### src/hdl/dsc_pkg.sv
// ============================================================================
// Depth select package
// Shared widths, codes and record types for the depth selection block.
// ============================================================================
package dsc_pkg;

    localparam int COST_W      = 24;
    localparam int IDX_W       = 8;
    localparam int CNT_W       = 9;
    localparam int MAX_DEPTHS  = 256;
    localparam int DMIN_W      = 32;
    localparam int STEP_W      = 24;
    localparam int DV_W        = 35;
    localparam int CONF_W      = 16;
    localparam int QUEUE_DEPTH = 4;
    localparam int QPTR_W      = $clog2(QUEUE_DEPTH);
    localparam int QCNT_W      = QPTR_W + 1;
    localparam int REM_W       = COST_W + 2;
    localparam int DSTEP_W     = $clog2(CONF_W);

    localparam logic [COST_W-1:0] NO_MATCH  = '1;
    localparam logic [CNT_W-1:0]  MAX_COUNT = CNT_W'(MAX_DEPTHS);
    localparam logic [CONF_W-1:0] CONF_FULL = '1;

    // Register indexes, taken from paddr[3:2].
    localparam logic [1:0] REG_HYP_COUNT  = 2'd0;
    localparam logic [1:0] REG_MIN_DEPTH  = 2'd1;
    localparam logic [1:0] REG_DEPTH_STEP = 2'd2;

    typedef struct packed {
        logic [CNT_W-1:0]  hyp_count;
        logic [DMIN_W-1:0] min_depth;
        logic [STEP_W-1:0] depth_step;
    } cfg_t;

    // One finished pixel handed from the front end to the back end.
    typedef struct packed {
        logic [COST_W-1:0] low_cost;
        logic [COST_W-1:0] second_cost;
        logic [IDX_W-1:0]  low_index;
    } pixel_t;

endpackage

### src/hdl/depth_select_with_confidence.sv
// ============================================================================
// Depth selection with peak-ratio confidence
// Picks the best depth per pixel from a cost stream and rates how sharp it is.
// ============================================================================
//
//  Channel   Direction  Beat contents
//  --------  ---------  ---------------------------------------------------
//  s_axis    in         cost, one per depth hypothesis, in depth order
//  m_axis    out        best_index, depth_value, confidence, one per pixel
//  apb       in/out     hypothesis count, min_depth, depth_step registers
//
// The front end takes one cost beat per cycle while the queue has room and
// finishes a pixel in the cycle of its last depth. The back end takes one
// pixel at a time: it loads it and forms the depth value with a single 24x8
// multiply, runs the one-bit-per-cycle confidence division and presents
// the beat until taken. Pixels with no or a single match skip the division.
// A four-entry pixel queue lets the cost stream keep flowing while the back
// end works; s_tready drops only when that queue is full.
// Reset is asynchronous and active low; the registers return to 64, 1.0, 1.0.
//
module depth_select_with_confidence
(
    input  logic        clk,
    input  logic        rst_n,
    // Input stream.
    input  logic        s_tvalid,
    output logic        s_tready,
    input  logic [23:0] s_tdata,   // [23:0] cost
    // Output stream.
    output logic        m_tvalid,
    input  logic        m_tready,
    output logic [63:0] m_tdata,   // [7:0] best_index, [42:8] depth_value,
                                   // [58:43] confidence, [63:59] zero
    // Register port.
    input  logic        psel,
    input  logic        penable,
    input  logic        pwrite,
    input  logic [3:0]  paddr,
    input  logic [31:0] pwdata,
    output logic [31:0] prdata,
    output logic        pready
);

    dsc_pkg::cfg_t   cfg_reg, cfg_next;
    dsc_pkg::pixel_t push_data;
    dsc_pkg::pixel_t head;

    logic                       reg_write;
    logic [1:0]                 reg_index;
    logic                       push;
    logic                       pop;
    logic                       empty;
    logic                       full;
    logic [dsc_pkg::IDX_W-1:0]  best_index;
    logic [dsc_pkg::DV_W-1:0]   depth_value;
    logic [dsc_pkg::CONF_W-1:0] confidence;

    // The register port never waits, so a write lands in its access cycle.
    assign pready    = 1'b1;
    assign reg_write = psel && penable && pwrite && pready;
    assign reg_index = paddr[3:2];

    always_comb
    begin
        cfg_next = cfg_reg;
        if (reg_write)
        begin
            unique case (reg_index)
                dsc_pkg::REG_HYP_COUNT:  cfg_next.hyp_count  = pwdata[dsc_pkg::CNT_W-1:0];
                dsc_pkg::REG_MIN_DEPTH:  cfg_next.min_depth  = pwdata[dsc_pkg::DMIN_W-1:0];
                dsc_pkg::REG_DEPTH_STEP: cfg_next.depth_step = pwdata[dsc_pkg::STEP_W-1:0];
                default:                 cfg_next = cfg_reg;
            endcase
        end
    end

    always_comb
    begin
        unique case (reg_index)
            dsc_pkg::REG_HYP_COUNT:  prdata = 32'(cfg_reg.hyp_count);
            dsc_pkg::REG_MIN_DEPTH:  prdata = cfg_reg.min_depth;
            dsc_pkg::REG_DEPTH_STEP: prdata = 32'(cfg_reg.depth_step);
            default:                 prdata = '0;
        endcase
    end

    always_ff @(posedge clk or negedge rst_n)
    begin
        if (!rst_n)
        begin
            cfg_reg.hyp_count  <= dsc_pkg::CNT_W'(64);
            cfg_reg.min_depth  <= dsc_pkg::DMIN_W'(65536);
            cfg_reg.depth_step <= dsc_pkg::STEP_W'(65536);
        end
        else
        begin
            cfg_reg <= cfg_next;
        end
    end

    // The front end folds each cost into the running minimum pair.
    dsc_front u_front
    (
        .clk        (clk),
        .rst_n      (rst_n),
        .cfg        (cfg_reg),
        .cost_valid (s_tvalid),
        .cost_ready (s_tready),
        .cost       (s_tdata[dsc_pkg::COST_W-1:0]),
        .push       (push),
        .push_data  (push_data),
        .queue_full (full)
    );

    dsc_queue u_queue
    (
        .clk       (clk),
        .rst_n     (rst_n),
        .push      (push),
        .push_data (push_data),
        .pop       (pop),
        .head      (head),
        .empty     (empty),
        .full      (full)
    );

    // The back end holds its result until the output beat is taken.
    dsc_back u_back
    (
        .clk         (clk),
        .rst_n       (rst_n),
        .cfg         (cfg_reg),
        .head        (head),
        .empty       (empty),
        .pop         (pop),
        .out_valid   (m_tvalid),
        .out_ready   (m_tready),
        .best_index  (best_index),
        .depth_value (depth_value),
        .confidence  (confidence)
    );

    assign m_tdata = {5'b0, confidence, depth_value, best_index};

endmodule

### src/hdl/dsc_front.sv
// ============================================================================
// Depth select front end
// Tracks the lowest and second-lowest cost of a pixel and its first index.
// ============================================================================
module dsc_front
(
    input  logic                          clk,
    input  logic                          rst_n,
    input  dsc_pkg::cfg_t                 cfg,
    input  logic                          cost_valid,
    output logic                          cost_ready,
    input  logic [dsc_pkg::COST_W-1:0]    cost,
    output logic                          push,
    output dsc_pkg::pixel_t               push_data,
    input  logic                          queue_full
);

    logic [dsc_pkg::COST_W-1:0] low_reg, low_next;
    logic [dsc_pkg::COST_W-1:0] sec_reg, sec_next;
    logic [dsc_pkg::IDX_W-1:0]  idx_reg, idx_next;
    logic [dsc_pkg::IDX_W-1:0]  cnt_reg, cnt_next;

    logic [dsc_pkg::COST_W-1:0] low_upd, sec_upd;
    logic [dsc_pkg::IDX_W-1:0]  idx_upd;
    logic [dsc_pkg::CNT_W-1:0]  eff_count;
    logic [dsc_pkg::CNT_W-1:0]  cnt_plus;
    logic                       take;
    logic                       last;

    assign cost_ready = !queue_full;
    assign take       = cost_valid && cost_ready;

    always_comb
    begin
        if (cfg.hyp_count == '0)
            eff_count = dsc_pkg::CNT_W'(1);
        else if (cfg.hyp_count > dsc_pkg::MAX_COUNT)
            eff_count = dsc_pkg::MAX_COUNT;
        else
            eff_count = cfg.hyp_count;
    end

    assign cnt_plus = {1'b0, cnt_reg} + dsc_pkg::CNT_W'(1);
    assign last     = (cnt_plus >= eff_count);

    // A cost equal to the lowest one only competes for second place.
    always_comb
    begin
        low_upd = low_reg;
        sec_upd = sec_reg;
        idx_upd = idx_reg;
        if (cost < low_reg)
        begin
            low_upd = cost;
            sec_upd = low_reg;
            idx_upd = cnt_reg;
        end
        else if (cost < sec_reg)
        begin
            sec_upd = cost;
        end
    end

    assign push                  = take && last;
    assign push_data.low_cost    = low_upd;
    assign push_data.second_cost = sec_upd;
    assign push_data.low_index   = idx_upd;

    always_comb
    begin
        low_next = low_reg;
        sec_next = sec_reg;
        idx_next = idx_reg;
        cnt_next = cnt_reg;
        if (take)
        begin
            if (last)
            begin
                low_next = dsc_pkg::NO_MATCH;
                sec_next = dsc_pkg::NO_MATCH;
                idx_next = '0;
                cnt_next = '0;
            end
            else
            begin
                low_next = low_upd;
                sec_next = sec_upd;
                idx_next = idx_upd;
                cnt_next = cnt_plus[dsc_pkg::IDX_W-1:0];
            end
        end
    end

    always_ff @(posedge clk or negedge rst_n)
    begin
        if (!rst_n)
        begin
            low_reg <= dsc_pkg::NO_MATCH;
            sec_reg <= dsc_pkg::NO_MATCH;
            idx_reg <= '0;
            cnt_reg <= '0;
        end
        else
        begin
            low_reg <= low_next;
            sec_reg <= sec_next;
            idx_reg <= idx_next;
            cnt_reg <= cnt_next;
        end
    end

endmodule

### src/hdl/dsc_queue.sv
// ============================================================================
// Depth select pixel queue
// Short queue of finished pixels between the front end and the back end.
// ============================================================================
module dsc_queue
(
    input  logic            clk,
    input  logic            rst_n,
    input  logic            push,
    input  dsc_pkg::pixel_t push_data,
    input  logic            pop,
    output dsc_pkg::pixel_t head,
    output logic            empty,
    output logic            full
);

    dsc_pkg::pixel_t            mem [dsc_pkg::QUEUE_DEPTH];
    logic [dsc_pkg::QPTR_W-1:0] wr_reg, wr_next;
    logic [dsc_pkg::QPTR_W-1:0] rd_reg, rd_next;
    logic [dsc_pkg::QCNT_W-1:0] count_reg, count_next;

    assign empty = (count_reg == '0);
    assign full  = (count_reg == dsc_pkg::QCNT_W'(dsc_pkg::QUEUE_DEPTH));
    assign head  = mem[rd_reg];

    always_comb
    begin
        wr_next    = push ? wr_reg + dsc_pkg::QPTR_W'(1) : wr_reg;
        rd_next    = pop ? rd_reg + dsc_pkg::QPTR_W'(1) : rd_reg;
        count_next = count_reg;
        if (push && !pop)
            count_next = count_reg + dsc_pkg::QCNT_W'(1);
        else if (pop && !push)
            count_next = count_reg - dsc_pkg::QCNT_W'(1);
    end

    always_ff @(posedge clk)
    begin
        if (push)
            mem[wr_reg] <= push_data;
    end

    always_ff @(posedge clk or negedge rst_n)
    begin
        if (!rst_n)
        begin
            wr_reg    <= '0;
            rd_reg    <= '0;
            count_reg <= '0;
        end
        else
        begin
            wr_reg    <= wr_next;
            rd_reg    <= rd_next;
            count_reg <= count_next;
        end
    end

`ifndef ASSERT_OFF
    a_no_overflow: assert property (@(posedge clk) disable iff (!rst_n)
        !(push && full))
        else $error("pixel queue written while full");
    a_no_underflow: assert property (@(posedge clk) disable iff (!rst_n)
        !(pop && empty))
        else $error("pixel queue read while empty");
    a_count_bound: assert property (@(posedge clk) disable iff (!rst_n)
        count_reg <= dsc_pkg::QCNT_W'(dsc_pkg::QUEUE_DEPTH))
        else $error("pixel queue count beyond its depth");
`endif

endmodule

### src/hdl/dsc_back.sv
// ============================================================================
// Depth select back end
// Turns a finished pixel into depth value and confidence with a serial divider.
// ============================================================================
module dsc_back
(
    input  logic                       clk,
    input  logic                       rst_n,
    input  dsc_pkg::cfg_t              cfg,
    input  dsc_pkg::pixel_t            head,
    input  logic                       empty,
    output logic                       pop,
    output logic                       out_valid,
    input  logic                       out_ready,
    output logic [dsc_pkg::IDX_W-1:0]  best_index,
    output logic [dsc_pkg::DV_W-1:0]   depth_value,
    output logic [dsc_pkg::CONF_W-1:0] confidence
);

    typedef enum logic [1:0] {ST_IDLE, ST_DIV, ST_DONE} state_t;

    state_t                      state_reg, state_next;
    logic [dsc_pkg::IDX_W-1:0]   idx_reg, idx_next;
    logic [dsc_pkg::DV_W-1:0]    depth_reg, depth_next;
    logic [dsc_pkg::CONF_W-1:0]  conf_reg, conf_next;
    logic [dsc_pkg::REM_W-1:0]   rem_reg, rem_next;
    logic [dsc_pkg::REM_W-1:0]   div_reg, div_next;
    logic [dsc_pkg::DSTEP_W-1:0] step_reg, step_next;

    logic [dsc_pkg::REM_W-1:0]   shifted;
    logic [dsc_pkg::STEP_W+dsc_pkg::IDX_W-1:0] offset;

    assign pop = (state_reg == ST_IDLE) && !empty;

    // The partial remainder stays below the divisor, so doubling it fits.
    assign shifted = {rem_reg[dsc_pkg::REM_W-2:0], 1'b0};
    assign offset  = cfg.depth_step * head.low_index;

    always_comb
    begin
        state_next = state_reg;
        idx_next   = idx_reg;
        depth_next = depth_reg;
        conf_next  = conf_reg;
        rem_next   = rem_reg;
        div_next   = div_reg;
        step_next  = step_reg;
        unique case (state_reg)
            ST_IDLE:
            begin
                if (!empty)
                begin
                    idx_next   = head.low_index;
                    depth_next = dsc_pkg::DV_W'(cfg.min_depth) + dsc_pkg::DV_W'(offset);
                    step_next  = '0;
                    rem_next   = dsc_pkg::REM_W'(head.second_cost - head.low_cost);
                    div_next   = dsc_pkg::REM_W'(head.second_cost) + dsc_pkg::REM_W'(1);
                    conf_next  = '0;
                    if (head.low_cost == dsc_pkg::NO_MATCH)
                        state_next = ST_DONE;
                    else if (head.second_cost == dsc_pkg::NO_MATCH)
                    begin
                        conf_next  = dsc_pkg::CONF_FULL;
                        state_next = ST_DONE;
                    end
                    else
                        state_next = ST_DIV;
                end
            end
            ST_DIV:
            begin
                if (shifted >= div_reg)
                begin
                    rem_next  = shifted - div_reg;
                    conf_next = {conf_reg[dsc_pkg::CONF_W-2:0], 1'b1};
                end
                else
                begin
                    rem_next  = shifted;
                    conf_next = {conf_reg[dsc_pkg::CONF_W-2:0], 1'b0};
                end
                step_next = step_reg + dsc_pkg::DSTEP_W'(1);
                if (step_reg == dsc_pkg::DSTEP_W'(dsc_pkg::CONF_W - 1))
                    state_next = ST_DONE;
            end
            ST_DONE:
            begin
                if (out_ready)
                    state_next = ST_IDLE;
            end
            default:
            begin
                state_next = ST_IDLE;
            end
        endcase
    end

    always_ff @(posedge clk or negedge rst_n)
    begin
        if (!rst_n)
        begin
            state_reg <= ST_IDLE;
            step_reg  <= '0;
            idx_reg   <= '0;
            depth_reg <= '0;
            conf_reg  <= '0;
            rem_reg   <= '0;
            div_reg   <= '0;
        end
        else
        begin
            state_reg <= state_next;
            step_reg  <= step_next;
            idx_reg   <= idx_next;
            depth_reg <= depth_next;
            conf_reg  <= conf_next;
            rem_reg   <= rem_next;
            div_reg   <= div_next;
        end
    end

    assign out_valid   = (state_reg == ST_DONE);
    assign best_index  = idx_reg;
    assign depth_value = depth_reg;
    assign confidence  = conf_reg;

`ifndef ASSERT_OFF
    a_div_len: assert property (@(posedge clk) disable iff (!rst_n)
        (state_reg == ST_DIV && step_reg == dsc_pkg::DSTEP_W'(dsc_pkg::CONF_W - 1))
        |=> (state_reg == ST_DONE))
        else $error("division did not finish after its last quotient bit");
    a_rem_bound: assert property (@(posedge clk) disable iff (!rst_n)
        (state_reg == ST_DIV) |-> (rem_reg < div_reg))
        else $error("partial remainder not below divisor");
    a_no_match_conf: assert property (@(posedge clk) disable iff (!rst_n)
        (pop && head.low_cost == dsc_pkg::NO_MATCH) |=> (out_valid && confidence == '0))
        else $error("pixel without a match gave nonzero confidence");
`endif

endmodule

### config.mk
export PLATFORM = sky130hd
export DESIGN_NAME = depth_select_with_confidence
export DESIGN_NICKNAME = d
export VERILOG_FILES = /design/src/hdl/dsc_pkg.sv /design/src/hdl/depth_select_with_confidence.sv /design/src/hdl/dsc_front.sv /design/src/hdl/dsc_queue.sv /design/src/hdl/dsc_back.sv
export SDC_FILE = /design/constraint.sdc
export NUM_CORES = 1
export LEC_CHECK = 0
export BUFFER_PORTS_ARGS = -buffer_cell sky130_fd_sc_hd__buf_4
export CORE_AREA = 10 10 253 255
export CTS_BUF_LIST = sky130_fd_sc_hd__clkbuf_4
export DETAILED_ROUTE_END_ITERATION = 8
export DIE_AREA = 0 0 263 265
export PLACE_DENSITY_LB_ADDON = 0.05
export SLEW_MARGIN = 20
export SYNTH_ARGS = -nofsm -noshare
export SYNTH_HDL_FRONTEND = slang
export SYNTH_SLANG_ARGS = --single-unit
### constraint.sdc
create_clock -name clk -period 6.27 [get_ports clk]
set_input_delay 1.254 -clock clk [delete_from_list [all_inputs] [get_ports clk]]
set_output_delay 1.254 -clock clk [all_outputs]
set_load 0.02 [all_outputs]
==> results.json <==
{
  "cp.arrival_ps": 6890,
  "ys_ff_latch": 473,
  "placedCellCount": 3708,
  "crit_reg_reg_startpoint": "u_queue.rd_reg[0]",
  "dp_hpwl_microns": 53930,
  "layout.nets": 3484,
  "fraction_of_layout_cells_with_a_size_suffix_above_1_pct": 20.81,
  "first_global_vias": 22840,
  "worst_skew_pair.late_latency_ps": 1010,
  "min_period_ps": 6093,
  "design.core.area_sq_um": 58800,
  "area_after_detailed_placement_sq_um": 32820,
  "cts.sinks": 473,
  "worstMarginPinSlew_ps": 1165,
  "reg2reg_to": "u_back.depth_value[32]",
  "gp_routability_congestion": 0.8421,
  "clock_path_buffers": 3,
  "grt_antenna_before_repair": 3,
  "synth_common_cells": "sky130_fd_sc_hd__inv_1 (345), sky130_fd_sc_hd__nand2_1 (304), sky130_fd_sc_hd__edfxtp_1 (224), sky130_fd_sc_hd__dfrtp_1 (198), sky130_fd_sc_hd__a21oi_1 (172)",
  "cts_hold_buf": 0,
  "route.detailed.wl_per_inst_microns": 19.53,
  "synth.top_cell.area_share_pct": 21.72,
  "grt_first_pass_wirelength_microns": 123700,
  "worst_setup_path_start_kind": "flop",
  "synth_cell_type_count": 76,
  "crit_path_max_fanout": 17,
  "synth_enable_flop_cells": 224,
  "drtIter0Drc": 1701,
  "critPathRequiredTime_ps": 7070,
  "dieArea_sq_um": 69700,
  "synthesis.instances": 2887,
  "maxSlewViolCount": 0,
  "routed-via-count": 22310,
  "final-hold-violation-count": 0,
  "maxSlewHeadroom_pct": 22.34,
  "share_of_synthesized_flip_flops_with_an_asynchronous_set_or_reset_pct": 52.64,
  "synth.area.top_cells": "sky130_fd_sc_hd__edfxtp_1 (22%), sky130_fd_sc_hd__dfrtp_1 (16%), sky130_fd_sc_hd__fa_1 (11%)",
  "synth_ff_type": "sky130_fd_sc_hd__edfxtp_1",
  "max-cap-violations": 0,
  "ys_warn_count": 0,
  "outcome": "finished, final reports clean",
  "setup_viol": 0,
  "seq_area_frac_synth_pct": 42.05,
  "number_of_remaining_drc_errors": 0,
  "grt_max_degree": 119,
  "worst_clk_skew_ps": 67.88,
  "setup.worst_path.class": "reg -> reg",
  "core.rowCount": 89,
  "critical_path_buf_inv_count": 6,
  "postRouteAntennaNets": 0,
  "route.detailed.vias_per_inst": 5.636,
  "numCtsBuffers": 133,
  "worst_setup_hold_path_clk_slew_ps": 60,
  "cp_max_delay_cell": "sky130_fd_sc_hd__fa_1",
  "dominant_cell_by_count_in_the_synthesized_netlist": "sky130_fd_sc_hd__inv_1",
  "cp-end-kind": "flop",
  "cts_tree": "built",
  "floorplan.initialDensity_pct": 52.67,
  "timing.hold.worst.class": "in -> async",
  "drt_pass1_iterations": 5,
  "critical_path.top_delay_family": "adder cells",
  "final.setup.worst_slack_ps": 177.0,
  "timing.hold.ws_ps": 258.5,
  "cts_root_buf": "sky130_fd_sc_hd__clkbuf_4",
  "mappedNetlistArea_sq_um": 30970,
  "grt-ovfl-total": 0,
  "synthDominantAreaCellType": "sky130_fd_sc_hd__edfxtp_1",
  "overall_die_width_microns": 263,
  "worst-r2r-cell-count": 22,
  "detail_route.wirelength_microns": 77280,
  "crit_chain": "buf_12 > mux4_2 > buf_12 > buf_4 > and2_1 > fa_1 > fa_1 > fa_1 > inv_1 > fa_1 > inv_1 > ha_4 > o21a_1 > nor2_1 > nor4bb_4 > nand3_1 > and2_1 > o311ai_2 > buf_4 > o31a_1 > xor2_1 > o21ai_0",
  "postSynthAreaPerCell_sq_um": 10.73,
  "rsz0062_at_grt": "yes",
  "largest_register_ff_count": 224,
  "die-height_microns": 265,
  "critical_path_depth": 22,
  "pre_cts_ws_ps": -24.49,
  "port_buffer_cells": 155,
  "globalRouteTotalUtil_pct": 21.99,
  "worst_path_most_repeated_cell": "sky130_fd_sc_hd__fa_1",
  "htree_num_levels": 4,
  "reg2reg_setup_slack_ps": 180,
  "clock.fmax_mhz": 164.1,
  "finalInstanceArea_sq_um": 34860,
  "post-route-period-util_pct": 97.18,
  "slowest_delay_ps": 580,
  "design.portCount": 166,
  "syn_to_final_growth_pct": 12.59,
  "post_layout_nonfiller_instances": 3958
}
per-layer routing:
metal,track usage [%],vias to the layer above,share of wire [%]
li1,-,10450,-
met1,29.98,11090,46
met2,34.55,644,47
met3,4.791,127,5.7
met4,7.192,0,2.1
met5,0,-,0
cell usage in the layout (no fill, tap or decap), types with 15 or more instances in the layout:
cell	instances
sky130_fd_sc_hd__clkbuf_4	193
sky130_fd_sc_hd__and2_1	146
sky130_fd_sc_hd__and3_1	18
sky130_fd_sc_hd__o21ai_0	159
sky130_fd_sc_hd__ha_1	155
sky130_fd_sc_hd__dfstp_2	51
sky130_fd_sc_hd__edfxtp_1	224
sky130_fd_sc_hd__a21o_1	50
sky130_fd_sc_hd__o22ai_1	33
sky130_fd_sc_hd__nand2b_1	19
sky130_fd_sc_hd__nand4_1	19
sky130_fd_sc_hd__a211oi_1	16
sky130_fd_sc_hd__dfrtp_1	196
sky130_fd_sc_hd__nand3_1	51
sky130_fd_sc_hd__buf_4	202
sky130_fd_sc_hd__mux2i_1	21
sky130_fd_sc_hd__xnor2_1	42
sky130_fd_sc_hd__nor2_1	101
sky130_fd_sc_hd__mux2_2	74
sky130_fd_sc_hd__fa_1	166
sky130_fd_sc_hd__xor2_1	47
sky130_fd_sc_hd__mux4_2	53
sky130_fd_sc_hd__a221oi_1	29
sky130_fd_sc_hd__nor2b_1	15
sky130_fd_sc_hd__nand2_1	303
sky130_fd_sc_hd__inv_1	345
sky130_fd_sc_hd__clkinv_1	16
sky130_fd_sc_hd__a22o_1	48
sky130_fd_sc_hd__a21oi_1	168
through the flow:
stage / util, % / TNS [ps]
floorplan: - / 0
global placement: 55.82 / 0
detailed placement: 55.82 / -24.49
CTS: 58.93 / 0
global route: 59.29 / -59.62
finish: 59.30 / 0
area by class of cell:
cell class	instances	area [sq um]
antenna	4	10.01
clock buffer	193	1449
clock inverter	36	203.9
fill	5091	23930
inverter	347	1305
multi-input combinational	1921	16230
sequential	473	13030
tap	773	967.2
timing repair buffer	211	1674
timing repair:
action | CTS | global route
resized for setup | 0 | 25
pin swaps | 0 | 12
setup buffers | 8 | 5
endpoints found under the setup margin | 2 | 8
cloned | 3 | 1
kinds of logic after synthesis:
logic type                 count (synthesis)  share of synthesized area [%]
AOI/OAI and AO/OA                        599                          12.13
xor gates and xnor gates                  89                          2.517
adders and majority gates                330                          17.36
buffers and inverters                    503                          6.626
DFF                                      473                          42.05
muxes                                    151                          7.527
other                                      2                        0.02425
and+or+nand+nor                          740                          11.77
how the worst max path moves through the flow:
stage                                   endpoint  slack [ps]               from
after CTS                 u_back.depth_value[31]          30  u_queue.rd_reg[0]
after global placement    u_back.depth_value[31]          20  u_queue.rd_reg[0]
final                     u_back.depth_value[32]         180  u_queue.rd_reg[0]
after floorplan           u_back.depth_value[31]         0.3  u_queue.rd_reg[0]
after detailed placement  u_back.depth_value[32]         -20  u_queue.rd_reg[0]
after global routing      u_back.depth_value[32]         -40  u_queue.rd_reg[0]
Power is not shown: default switching activity piles up to over one toggle a cycle in this logic, so the estimate is an artifact.
